===== src/rtl/core/pic_pkg.sv =====
// shared constants for the image checksum block
// no dependencies; imported by every module of the block
package pic_pkg;

  localparam int WORD_BITS   = 16;
  localparam int BYTE_BITS   = 8;
  localparam int COUNT_BITS  = 2;
  localparam int ADDR_BITS   = 32;
  localparam int SUM_BITS    = 32;
  localparam int RESULT_BITS = 32;

  typedef logic [WORD_BITS-1:0]   word_t;
  typedef logic [COUNT_BITS-1:0]  count_t;
  typedef logic [ADDR_BITS-1:0]   addr_t;
  typedef logic [SUM_BITS-1:0]    sum_t;
  typedef logic [RESULT_BITS-1:0] result_t;

  // byte count codes on the input
  localparam count_t COUNT_NONE = 2'd0;
  localparam count_t COUNT_ONE  = 2'd1;
  localparam count_t COUNT_TWO  = 2'd2;
  localparam count_t COUNT_WIDE = 2'd3;

endpackage


===== src/rtl/core/pic_front.sv =====
// front end: takes items, tracks byte position, blanks the checksum field bytes
// depends on pic_pkg
module pic_front #(
  parameter int LENGTH_BITS = 32,
  parameter int FIELD_BYTES = 4
) (
  input  logic                   clk,
  input  logic                   rst,
  input  logic                   cfg_valid,
  input  pic_pkg::addr_t         cfg_offset,
  input  logic                   push,
  input  pic_pkg::word_t         data_word,
  input  pic_pkg::count_t        byte_count,
  input  logic                   last,
  output pic_pkg::word_t         word_masked,
  output logic [LENGTH_BITS-1:0] length
);
  import pic_pkg::*;

  localparam addr_t FIELD_SIZE     = ADDR_BITS'(FIELD_BYTES);
  localparam addr_t FIELD_SIZE_M1  = ADDR_BITS'(FIELD_BYTES - 1);

  addr_t  offset;
  addr_t  position;
  addr_t  position_next;
  addr_t  delta;
  count_t advance;
  logic   lo_keep;
  logic   hi_keep;
  logic   lo_in_field;
  logic   hi_in_field;

  always_comb begin
    unique case (byte_count)
      COUNT_NONE: advance = COUNT_NONE;
      COUNT_ONE:  advance = COUNT_ONE;
      COUNT_TWO:  advance = COUNT_TWO;
      COUNT_WIDE: advance = COUNT_TWO;
      default:    advance = COUNT_NONE;
    endcase
  end

  // distance from field start; the field wraps round the address space
  assign delta       = position - offset;
  assign lo_in_field = delta < FIELD_SIZE;
  assign hi_in_field = (&delta) || (delta < FIELD_SIZE_M1);

  assign lo_keep = (advance != COUNT_NONE) && !lo_in_field;
  assign hi_keep = (advance == COUNT_TWO) && !hi_in_field;

  assign word_masked = {hi_keep ? data_word[WORD_BITS-1:BYTE_BITS] : {BYTE_BITS{1'b0}},
                        lo_keep ? data_word[BYTE_BITS-1:0] : {BYTE_BITS{1'b0}}};

  assign position_next = position + ADDR_BITS'(advance);
  assign length        = position_next[LENGTH_BITS-1:0];

  always_ff @(posedge clk) begin
    if (rst) begin
      offset <= '0;
    end else if (cfg_valid) begin
      offset <= cfg_offset;
    end
  end

  always_ff @(posedge clk) begin
    if (rst) begin
      position <= '0;
    end else if (push) begin
      position <= last ? '0 : position_next;
    end
  end

endmodule


===== src/rtl/core/pic_queue.sv =====
// short flip-flop queue between front and back ends
// depends on pic_pkg for house conventions only
module pic_queue #(
  parameter int WIDTH = 8,
  parameter int DEPTH = 2
) (
  input  logic             clk,
  input  logic             rst,
  input  logic             push,
  input  logic [WIDTH-1:0] push_data,
  output logic             full,
  input  logic             pop,
  output logic             not_empty,
  output logic [WIDTH-1:0] pop_data
);
  import pic_pkg::*;

  localparam int PTR_BITS = (DEPTH > 1) ? $clog2(DEPTH) : 1;
  localparam int CNT_BITS = $clog2(DEPTH + 1);
  localparam logic [PTR_BITS-1:0] LAST_PTR = PTR_BITS'(DEPTH - 1);
  localparam logic [CNT_BITS-1:0] FULL_CNT = CNT_BITS'(DEPTH);

  logic [WIDTH-1:0]    slots [DEPTH];
  logic [PTR_BITS-1:0] wr_ptr;
  logic [PTR_BITS-1:0] rd_ptr;
  logic [CNT_BITS-1:0] fill;

  assign full      = (fill == FULL_CNT);
  assign not_empty = (fill != '0);
  assign pop_data  = slots[rd_ptr];

  always_ff @(posedge clk) begin
    if (push) begin
      slots[wr_ptr] <= push_data;
    end
  end

  always_ff @(posedge clk) begin
    if (rst) begin
      wr_ptr <= '0;
      rd_ptr <= '0;
      fill   <= '0;
    end else begin
      if (push) begin
        wr_ptr <= (wr_ptr == LAST_PTR) ? '0 : wr_ptr + 1'b1;
      end
      if (pop) begin
        rd_ptr <= (rd_ptr == LAST_PTR) ? '0 : rd_ptr + 1'b1;
      end
      priority if (push && !pop) begin
        fill <= fill + 1'b1;
      end else if (pop && !push) begin
        fill <= fill - 1'b1;
      end
    end
  end

endmodule


===== src/rtl/core/pic_back.sv =====
// back end: end-around-carry accumulator, fold stage and output register
// depends on pic_pkg
module pic_back #(
  parameter int LENGTH_BITS = 32
) (
  input  logic                   clk,
  input  logic                   rst,
  input  logic                   q_valid,
  input  pic_pkg::word_t         q_word,
  input  logic [LENGTH_BITS-1:0] q_length,
  input  logic                   q_last,
  output logic                   q_pop,
  output logic                   out_valid,
  input  logic                   out_stall,
  output pic_pkg::result_t       checksum
);
  import pic_pkg::*;

  localparam int HALF = SUM_BITS / 2;

  sum_t                   acc;
  logic [SUM_BITS:0]      sum_wide;
  sum_t                   acc_next;
  logic                   fin_valid;
  sum_t                   fin_acc;
  logic [LENGTH_BITS-1:0] fin_length;
  logic                   out_ready;
  logic                   fin_ready;
  logic [HALF:0]          fold_wide;
  logic [HALF-1:0]        fold;

  assign out_ready = !out_valid || !out_stall;
  assign fin_ready = !fin_valid || out_ready;
  // a last item needs the fold stage free
  assign q_pop     = q_valid && (!q_last || fin_ready);

  assign sum_wide = {1'b0, acc} + (SUM_BITS + 1)'(q_word);
  assign acc_next = sum_wide[SUM_BITS-1:0] + SUM_BITS'(sum_wide[SUM_BITS]);

  assign fold_wide = {1'b0, fin_acc[HALF-1:0]} + {1'b0, fin_acc[SUM_BITS-1:HALF]};
  assign fold      = fold_wide[HALF-1:0] + HALF'(fold_wide[HALF]);

  always_ff @(posedge clk) begin
    if (rst) begin
      acc <= '0;
    end else if (q_pop) begin
      acc <= q_last ? '0 : acc_next;
    end
  end

  always_ff @(posedge clk) begin
    if (rst) begin
      fin_valid <= 1'b0;
    end else if (fin_ready) begin
      fin_valid <= q_pop && q_last;
    end
  end

  always_ff @(posedge clk) begin
    if (fin_ready && q_pop && q_last) begin
      fin_acc    <= acc_next;
      fin_length <= q_length;
    end
  end

  always_ff @(posedge clk) begin
    if (rst) begin
      out_valid <= 1'b0;
    end else if (out_ready) begin
      out_valid <= fin_valid;
    end
  end

  always_ff @(posedge clk) begin
    if (out_ready && fin_valid) begin
      checksum <= RESULT_BITS'(fold) + RESULT_BITS'(fin_length);
    end
  end

endmodule


===== src/rtl/core/pe_image_checksum.sv =====
// top level of the executable image checksum block
// depends on pic_pkg, pic_front, pic_queue, pic_back
//
// Streams an image as little-endian 16-bit words (byte_count 1 or 2 per item;
// count 0 adds nothing, count 3 counts as 2) and returns one checksum per
// image on the item marked last: the end-around-carry sum of the words,
// folded to 16 bits, plus the image length in bytes. Bytes inside the
// FIELD_BYTES-wide field at field_offset are taken as zero; field_offset is
// written through cfg_valid/cfg_ready, is always ready, and should only be
// changed between images. One item is taken every cycle while in_stall is low;
// the front end's masking feeds a two-entry queue, and the accumulator takes
// one word per cycle from it unless a last item waits for the fold stage. A
// checksum passes from the queue to the fold stage register, then to the
// output register.
module pe_image_checksum #(
  parameter int LENGTH_BITS = 32,
  parameter int FIELD_BYTES = 4
) (
  input  logic              clk,
  input  logic              rst,
  input  logic              cfg_valid,
  output logic              cfg_ready,
  input  pic_pkg::addr_t    field_offset,
  input  logic              in_valid,
  output logic              in_stall,
  input  pic_pkg::word_t    data_word,
  input  pic_pkg::count_t   byte_count,
  input  logic              last,
  output logic              out_valid,
  input  logic              out_stall,
  output pic_pkg::result_t  checksum
);
  import pic_pkg::*;

  localparam int QUEUE_DEPTH = 2;
  localparam int ENTRY_BITS  = 1 + LENGTH_BITS + WORD_BITS;

  logic                   push;
  word_t                  word_masked;
  logic [LENGTH_BITS-1:0] length;
  logic                   q_full;
  logic                   q_valid;
  logic                   q_pop;
  logic [ENTRY_BITS-1:0]  q_entry;

  assign cfg_ready = 1'b1;
  assign in_stall  = q_full;
  assign push      = in_valid && !q_full;

  pic_front #(
    .LENGTH_BITS (LENGTH_BITS),
    .FIELD_BYTES (FIELD_BYTES)
  ) u_front (
    .clk         (clk),
    .rst         (rst),
    .cfg_valid   (cfg_valid),
    .cfg_offset  (field_offset),
    .push        (push),
    .data_word   (data_word),
    .byte_count  (byte_count),
    .last        (last),
    .word_masked (word_masked),
    .length      (length)
  );

  pic_queue #(
    .WIDTH (ENTRY_BITS),
    .DEPTH (QUEUE_DEPTH)
  ) u_queue (
    .clk       (clk),
    .rst       (rst),
    .push      (push),
    .push_data ({last, length, word_masked}),
    .full      (q_full),
    .pop       (q_pop),
    .not_empty (q_valid),
    .pop_data  (q_entry)
  );

  pic_back #(
    .LENGTH_BITS (LENGTH_BITS)
  ) u_back (
    .clk       (clk),
    .rst       (rst),
    .q_valid   (q_valid),
    .q_word    (q_entry[WORD_BITS-1:0]),
    .q_length  (q_entry[WORD_BITS +: LENGTH_BITS]),
    .q_last    (q_entry[ENTRY_BITS-1]),
    .q_pop     (q_pop),
    .out_valid (out_valid),
    .out_stall (out_stall),
    .checksum  (checksum)
  );

endmodule


===== config.mk =====
export PLATFORM = sky130hd
export DESIGN_NAME = pe_image_checksum
export DESIGN_NICKNAME = d
export VERILOG_FILES = /design/src/rtl/core/pic_pkg.sv /design/src/rtl/core/pic_front.sv /design/src/rtl/core/pic_queue.sv /design/src/rtl/core/pic_back.sv /design/src/rtl/core/pe_image_checksum.sv
export SDC_FILE = /design/constraint.sdc
export NUM_CORES = 1
export LEC_CHECK = 0
export BUFFER_PORTS_ARGS = -buffer_cell sky130_fd_sc_hd__buf_2
export CAP_MARGIN = 20
export CORE_MARGIN = 5
export CORE_UTILIZATION = 62
export DETAILED_ROUTE_END_ITERATION = 7
export GPL_ROUTABILITY_DRIVEN = 0
export PLACE_DENSITY = 0.81
export SLEW_MARGIN = 20
export SYNTH_ARGS = -nofsm -noshare
export SYNTH_HDL_FRONTEND = slang
export SYNTH_SLANG_ARGS = --single-unit

===== constraint.sdc =====
create_clock -name clk -period 6.5 [get_ports clk]
set_input_delay 0.65 -clock clk [delete_from_list [all_inputs] [get_ports clk]]
set_output_delay 0.65 -clock clk [all_outputs]
set_load 0.03 [all_outputs]

* Word level (Yosys, flattened, before mapping)
Memories as Yosys holds them, arrays and structs flattened. A register that Yosys moved wholly into a read port is not among the register bits.
Index checks and enable logic that the tools add are counted.
** Storage, ports and cells
- Memories kept :: 1
- Bits in read-only memories :: 0
- Memory bits (writable) :: 98
- Bits in latches :: 0
- Word-level logic and storage cells :: 72
- Flip-flop bits (word level) :: 198
** Memories
- u_queue.slots :: depth 2, width 49, read ports 1, clocked after Yosys merged registers in 1, wr ports 1, line pic_queue.sv:23 : logic [WIDTH-1:0] slots [DEPTH];
** Operators by class
- Reduce and logical (&&, ||, !) cells :: 29
- Multiply operators :: 0
- Add/subtract/negate cells :: 11
- Order comparisons :: 2
- Divide/modulo/power cells :: 0
- Bitwise operators :: 0
- Equal/unequal tests :: 5
- Shift-type cells :: 0
- Multiplexer cells :: 13
** Operators by type and width (count)
- $mux 32 :: 2
- $add 32x16->33 :: 1
- $add 16x32->32 :: 1
- $add 32x1->32 :: 1
- $add 32x2->32 :: 1
- $lt 32x2->1 const B :: 1
- $lt 32x3->1 const B :: 1
- $reduce_and 32->1 :: 1
- $sub 32x32->32 :: 1
- $add 16x16->17 :: 1
- $add 16x1->16 :: 1
- $mux 8 :: 2
- $logic_and 1x1->1 :: 10
- $logic_not 1->1 :: 9
- $eq 2x2->1 const B :: 4
- $mux 1 :: 6
- $pmux 2 s3 :: 1
- $reduce_bool 2->1 :: 3
- $logic_or 1x1->1 :: 4
- $mux 2 :: 2
- $add 1x1->1 const B :: 2
- $add 2x1->2 const B :: 1
- $eq 2x1->1 const B :: 1
- $logic_not 2->1 :: 1
- 2 further kinds :: 2

* Depth between registers and ports, before layout
Gate-level depths: netlist of run 1.
- Depth in word-level cells :: 8
- Depth in mapped cells :: 29
- Mapped depth without buffers :: 29

* By module
Synthesis of run 1 repeated with hierarchy kept, for this count alone.
** Unflattened totals
- Cell total of the unflattened synthesis :: 1744
- Area, all modules :: 17783.3 µm²
** By module, submodules not included
- pic_back :: seq. area each 3563.4 µm², area an instance 8120.3 µm², cells an instance 764, times used 1
- pic_front :: seq. area each 1281.2 µm², area an instance 5895.7 µm², cells an instance 803, times used 1
- pic_queue :: seq. area each 3042.9 µm², area an instance 3742.3 µm², cells an instance 174, times used 1
- pe_image_checksum :: seq. area each 0.0 µm², area an instance 25.0 µm², cells an instance 3, times used 1

* Worst setup path after synthesis of run 1
OpenSTA, ideal clock, no wires.
- Path kind :: register -> register
- Start :: register with a tool-made name
- End :: register u_back.fin_acc[26], data pin
- Library setup time :: 0.267 ns
- Stages on the path, launching flop included :: 23
- Data arrival time :: 5.358 ns
- Setup slack :: 0.875 ns
- Period minus slack after synthesis :: 5.625 ns
- Cells stage by stage :: dfxtp_1 > buf_1 > clkbuf_1 > mux2_2 > ha_1 > buf_4 > a211oi_2 > o21ai_2 > o22ai_1 > or4b_4 > a21o_1 > buf_2 > nor2_1 > ha_1 > ha_1 > and2_1 > nand3_1 > nor4bb_1 > and4_1 > o2111ai_2 > or2_4 > a21oi_2 > xor2_1
** RTL lines
- to (signal assigned) :: line pic_back.sv:61 : fin_acc <= acc_next;
- to (decl) :: line pic_back.sv:25 : sum_t fin_acc;

* Worst setup path in the final report of run 1
- Start :: register u_back.fin_acc[0]
- End :: register u_back.checksum[20], data pin
** Between the ends
- Word-level cells in the longest chain between the ends :: 3
** RTL lines
- $add 16x16->17 :: line pic_back.sv:40 : assign fold_wide = {1'b0, fin_acc[HALF-1:0]} + {1'b0, fin_acc[SUM_BITS-1:HALF]};
- $add 16x1->16 :: line pic_back.sv:41 : assign fold = fold_wide[HALF-1:0] + HALF'(fold_wide[HALF]);
- $add 16x32->32 :: line pic_back.sv:76 : checksum <= RESULT_BITS'(fold) + RESULT_BITS'(fin_length);
- to (signal assigned) :: line pic_back.sv:76
- to (decl) :: line pic_back.sv:15 : output pic_pkg::result_t checksum
Every way passes these cells.
A chain may end at the register's enable or synchronous reset.

==> results of run 1 <==
sequential cells by signal, indices dropped and copies added, names as in the netlist, named ones only:
signal and count:
u_back.fin_acc 32, u_queue.wr_ptr 1, u_queue.slots 98, u_front.position 32, u_back.checksum 32, u_queue.rd_ptr 1, u_back.acc 32, u_front.offset 32
u_back.out_valid 1, u_back.fin_valid 1, u_queue.fill 2, u_back.fin_length 32
area by class of cell:
class,instances,area [um2],share of cell area
clock buffers,39,867,0.0454
clock inverters,16,149,0.00780
inverters,67,251,0.0132
multi-input cells,1255,8900,0.466
flip-flops and latches,297,7890,0.413
well taps,378,473,0.0248
repair buffers,101,556,0.0291
power groups by stage:
stage	registers, uW	clock network (uW)	logic [uW]
after CTS	2650	1770	3310
after global placement	2670	0	3150
after global routing	2670	1860	3680
after floorplan	2760	0	2420
after detailed placement	2680	0	3280
final	2650	1740	3360
logic make-up after synthesis:
group                      count (synthesis)  share of synthesized area
DFF                                      297                      0.456
and+or+nand+nor                          572                      0.170
other                                      1                   0.000217
buffers and inverters                    137                     0.0311
xor gates and xnor gates                 150                     0.0768
adders and majority gates                 91                     0.0680
AOI/OAI and AO/OA                        352                      0.143
muxes                                     89                     0.0552
final timing paths:
kind | slack, ps | endpoint | cells after the start | start
max | 430 | u_back.checksum[20]$_DFFE_PP_ | 28 | u_back.fin_acc[0]$_DFFE_PP_
min | 320 | u_front.offset[24]$_SDFFE_PP0P_ | 3 | field_offset[24]
max reg2reg | 430 | u_back.checksum[20]$_DFFE_PP_ | 28 | u_back.fin_acc[0]$_DFFE_PP_
min reg2reg | 490 | u_front.offset[21]$_SDFFE_PP0P_ | 2 | u_front.offset[21]$_SDFFE_PP0P_
routing by layer:
layer / vias up / wire length, um / global-route usage
met3: 84 / 2540 / 0.0350
met2: 481 / 18500 / 0.414
met1: 6343 / 17300 / 0.345
met5: - / 0 / 0
met4: 0 / 842 / 0.0593
li1: 6356 / - / -
through the flow:
step	power [uW]	area, um2
3_5_place_dp	5960	18000
6_report	7750	19100
5_1_grt	8210	19100
2_1_floorplan	5180	17300
3_3_place_gp	5820	18000
4_1_cts	7730	19100
placed cells by master (no fill, tap or decap), drive strengths merged, types with 21 or more instances in the layout:
cell / n
a21o: 28
a21oi: 87
a22oi: 40
and3: 30
buf: 101
clkbuf: 39
dfxtp: 103
edfxtp: 194
ha: 86
inv: 68
mux2: 51
mux2i: 38
nand2: 103
nand3: 52
nand4: 27
nor2: 180
nor2b: 21
nor3: 38
o21ai: 56
xnor2: 101
xor2: 48
worst register-to-register path, delay by kind of cell, from the launching register on:
kind / cells / cell delay (ps)
AND/OR/NAND/NOR: 11 / 2030
AO/OA/AOI/OAI: 10 / 2020
adder cells (fa/ha/maj): 4 / 1070
flip-flops: 1 / 340
XOR/XNOR: 2 / 280
buffers and inverters: 1 / 60
==> results.yml, run 1 <==
drt:
  viasPerCell: 6.16
  ant_nets: 0
  first_pass_iters: 6
  wl_mm: 39.1
  vias: 13300
  route.detailed.drc: 0
  wl_per_cell_um: 18.2
  drtIter0Drc: 1087
grt:
  grt_pass1_wl_mm: 63.8
  grt_usage: 0.248
  antenna_found_initial: 0
  overflow: 0
  grt_max_degree: 94
  grt_pass1_vias: 12700
yosys:
  yosys_warnings: 0
  yosysMostFrequentCell: "edfxtp_1"
  synth_top_cell_by_area: "edfxtp_1"
  yosysUniqueCellTypes: 87
  netlist_area_um2: 17300
  syn_avg_cell_area_um2: 10.2
  ys.flop_type: "edfxtp_1"
  async_reset_ff_frac: 0
  synthCells: 1689
  synthTopCellsByArea: "edfxtp_1, dfxtp_1, ha_1"
  synth-edff-count: 194
  synth-seq-cells: 297
  ys_seq_area_frac: 0.456
  syn_nets: 1836
  synth.top_cell.area_share: 0.337
  yosys-top-cells-count: "edfxtp_1, nor2_1, dfxtp_1, nand2_1, xnor2_1"
cts:
  cts_buffers: 30
  cts-htree-levels: 1
  clock_latency_ps: 570
  cts_tree: "built"
  cts_hold_buf: 0
  postCtsResizedCells: 0
  cts-root-buf: "clkbuf_16"
  clockBufferDepth: 3
  post_cts_buffers: 0
  cts.sink_count: 297
  clkTransAtPathRegs_ps: 60
timing:
  maxSlewViolCount: 0
  worst_pin_slew_ps: 1040
  period_minus_slack_ps: 6070
  setup_viol: 0
  hold_viol_final: 0
  fin_crit_sh: 0.934
  setup_ws_ps: 431
  fmax_ghz: 0.165
  rsz0062_at_grt: "no"
  fin_skew_ps: 17.6
  hold_ws_ps: 321
  slew_headroom: 0.305
  tns_ps: 0
pwr:
  powerDensity_nw_per_um2: 406
  pwr-share-seq: 0.342
  p_int_uw: 4840
  ir_worst_vdd_uv: 221
  swShare: 0.375
  p_leak_uw: 0.00750
  switchingPower_uw: 2910
  p_comb_frac: 0.433
  p_clk_frac: 0.225
floorplan:
  die_w_um: 177
  io_pins: 91
  rows: 61
  die_area_um2: 31300
  die_h_um: 177
  start_util: 0.626
  core_um2: 27600
setup_path:
  path_max_fanout: 8
  endpoint_kind: "flip-flop"
  path_class: "flip-flop to flip-flop"
  slowest_delay_ps: 460
  cpMaxStageDelayCell: "or3_1"
  critical_path.startpoint_type: "flip-flop"
  cpLargestDelayFamily: "simple AND/OR/NAND/NOR gates"
  cp.arrival_ps: 6370
  worst_ep_required_time_ps: 6800
  crit_top_cell: "nor2b_1"
  cp_num_buf_inv: 1
place:
  dp.cells: 2097
  port_buffers: 89
  dp_hpwl_mm: 28.5
  dp_slack_ps: 325
run:
  cap_violations: 0
cells_and_area:
  final_nets: 1899
  areaGrowthSynthToFinish_pct: 10.4
  fillerInstances: 2028
  instances_no_fill: 2153
  drive_above_1_share: 0.143
  num_antenna_cells: 0
  utilization: 0.691
run_status:
  status: "finished, final reports clean"
worst_hold_path:
  hold_class: "primary input to flip-flop"
No activity file was read; power rests on OpenSTA's default activity.
==> run 2, diff against run 1 <==
--- a/config.mk
+++ b/config.mk
@@ -8,10 +8,10 @@
 export BUFFER_PORTS_ARGS = -buffer_cell sky130_fd_sc_hd__buf_2
 export CAP_MARGIN = 20
 export CORE_MARGIN = 5
-export CORE_UTILIZATION = 62
+export CORE_UTILIZATION = 60
 export DETAILED_ROUTE_END_ITERATION = 7
 export GPL_ROUTABILITY_DRIVEN = 0
-export PLACE_DENSITY = 0.81
+export PLACE_DENSITY = 0.78
 export SLEW_MARGIN = 20
 export SYNTH_ARGS = -nofsm -noshare
 export SYNTH_HDL_FRONTEND = slang
==> run 2 against run 1 <==
Critical path depth stayed put. Register-to-register slack better by 130 ps. Utilization is 2.2 points lower. Final cell count is 0.33% higher. Die area is 3.1% higher. Global-route usage is 1.7 points lower. Critical endpoint unchanged. Largest power group unchanged.
==> results.yml, run 2 (synthesized netlist as in run 1, its figures left out) <==
pwr:
  p_int_uw: 4870
  p_clk_frac: 0.226
  switchingPower_uw: 2870
  pwr-share-seq: 0.342
  p_comb_frac: 0.431
  ir_worst_vdd_uv: 228
  swShare: 0.371
  p_leak_uw: 0.00749
  powerDensity_nw_per_um2: 405
setup_path:
  endpoint: "u_back.checksum[20]$_DFFE_PP_"
  r2r-end: "u_back.checksum[20]$_DFFE_PP_"
  crit_top_cell: "nor2b_1"
  path_max_fanout: 8
  cpMaxStageDelayCell: "or3_1"
  r2r_cells: 28
  critical_path.startpoint_type: "flip-flop"
  slowest_delay_ps: 480
  r2r_slack_ps: 560
  path_class: "flip-flop to flip-flop"
  endpoint_kind: "flip-flop"
  r2r-start: "u_back.fin_acc[16]$_DFFE_PP_"
  critical_path.startpoint: "u_back.fin_acc[16]$_DFFE_PP_"
  cp.arrival_ps: 6240
  worst_ep_required_time_ps: 6800
drt:
  drtIter0Drc: 1157
  first_pass_iters: 5
  ant_nets: 0
  vias: 13000
  wl_mm: 38.3
  wl_per_cell_um: 17.8
  route.detailed.drc: 0
  viasPerCell: 6.04
cts:
  cts_tree: "built"
  cts-htree-levels: 1
  cts-root-buf: "clkbuf_16"
  clockBufferDepth: 3
  cts_hold_buf: 0
  cts_buffers: 30
  clock_latency_ps: 550
  clkTransAtPathRegs_ps: 60
  cts.sink_count: 297
grt:
  grt_usage: 0.230
  grt_max_degree: 94
  grt_pass1_wl_mm: 63.0
  grt_pass1_vias: 12600
  antenna_found_initial: 0
  overflow: 0
cells_and_area:
  design_area_um2: 19100
  layout_commonest_cell: "edfxtp_1"
  layout_common_cells: "edfxtp_1, nor2_1, nand2_1"
  drive_above_1_share: 0.141
  final_nets: 1899
  largest-register: "u_queue.slots"
  areaGrowthSynthToFinish_pct: 10.5
  num_antenna_cells: 0
  largest_reg_flops: 98
floorplan:
  core_um2: 28500
  die_area_um2: 32300
  rows: 62
  die_w_um: 180
  io_pins: 91
  die_h_um: 180
  start_util: 0.605
worst_hold_path:
  hold_class: "primary input to flip-flop"
timing:
  rsz0062_at_grt: "no"
  tns_ps: 0
  setup_viol: 0
  worst_pin_slew_ps: 1010
  fin_crit_sh: 0.914
  period_minus_slack_ps: 5940
  hold_viol_final: 0
  fin_skew_ps: 13.4
  fmax_ghz: 0.168
  slew_headroom: 0.325
  maxSlewViolCount: 0
place:
  postPlaceCellArea_um2: 18000
  dp_hpwl_mm: 28.1
  port_buffers: 89
run_status:
  status: "finished, final reports clean"
run:
  cap_violations: 0
==> run 2: cell count changes in the layout (fill, tap and decap cells not counted), sizes merged <==
cell,before,now
bufinv,2,3
inv,68,67
clkinvlp,2,4
clkbuf,39,41
clkinv,11,8
==> run 2: power by group through the flow <==
stage	Clock (uW)	Combinational, uW	Sequential [uW]
global placement	0	3170	2670
finish	1750	3340	2640
CTS	1780	3290	2650
global route	1880	3680	2670
floorplan	0	2420	2760
detailed placement	0	3260	2680
==> run 2: cell type report <==
| class | instances | area, um2 |
|---|---|---|
| tap | 384 | 480 |
| multi-input combinational | 1255 | 8900 |
| timing repair buffer | 101 | 556 |
| sequential | 297 | 7890 |
| fill | 2221 | 9450 |
| inverter | 67 | 251 |
| clock inverter | 15 | 158 |
| clock buffer | 41 | 865 |
==> run 2: how the worst min path moves through the flow <==
stage,end,cells after the start,slack (ps),from
3_3_place_gp,u_front.offset[5]$_SDFFE_PP0P_,2,470,u_front.offset[5]$_SDFFE_PP0P_
6_report,u_front.offset[23]$_SDFFE_PP0P_,3,340,field_offset[23]
4_1_cts,u_front.offset[6]$_SDFFE_PP0P_,3,310,field_offset[6]
3_5_place_dp,u_front.offset[15]$_SDFFE_PP0P_,2,480,u_front.offset[15]$_SDFFE_PP0P_
5_1_grt,u_front.offset[6]$_SDFFE_PP0P_,3,340,field_offset[6]
2_1_floorplan,u_front.offset[10]$_SDFFE_PP0P_,2,460,u_front.offset[10]$_SDFFE_PP0P_
==> run 2: metrics by stage <==
stage               power [uW]  worst slack, ps  hold slack [ps]  std cells  utilization
floorplan                 5180              875              460       1689            -
global placement          5840              822              474       2103        0.632
detailed placement        5940              585              483       2103        0.632
CTS                       7720              573              314       2159        0.668
global route              8220             43.9              338       2160        0.669
finish                    7730              557              336       2160        0.669
==> run 2: what timing repair did <==
action,in CTS,in global routing
buffers inserted,0,0
endpoints found under the setup margin,0,1
resized for setup,0,1
hold endpoints to repair,0,0
==> run 2: critical path, delay by kind of cell (launching register included) <==
kind                     cells  cell delay, ps
AO/OA/AOI/OAI               10            2010
AND/OR/NAND/NOR             11            1920
buffers and inverters        1              60
adder cells (fa/ha/maj)      4            1060
flip-flops                   1             340
XOR/XNOR                     2             310
==> run 2: layer usage <==
metal,vias to the layer above,global-route usage,share of wire
met1,6169,0.327,0.45
li1,6349,-,-
met2,459,0.375,0.46
met4,0,0.0555,0.020
met3,71,0.0352,0.071
met5,-,0,0
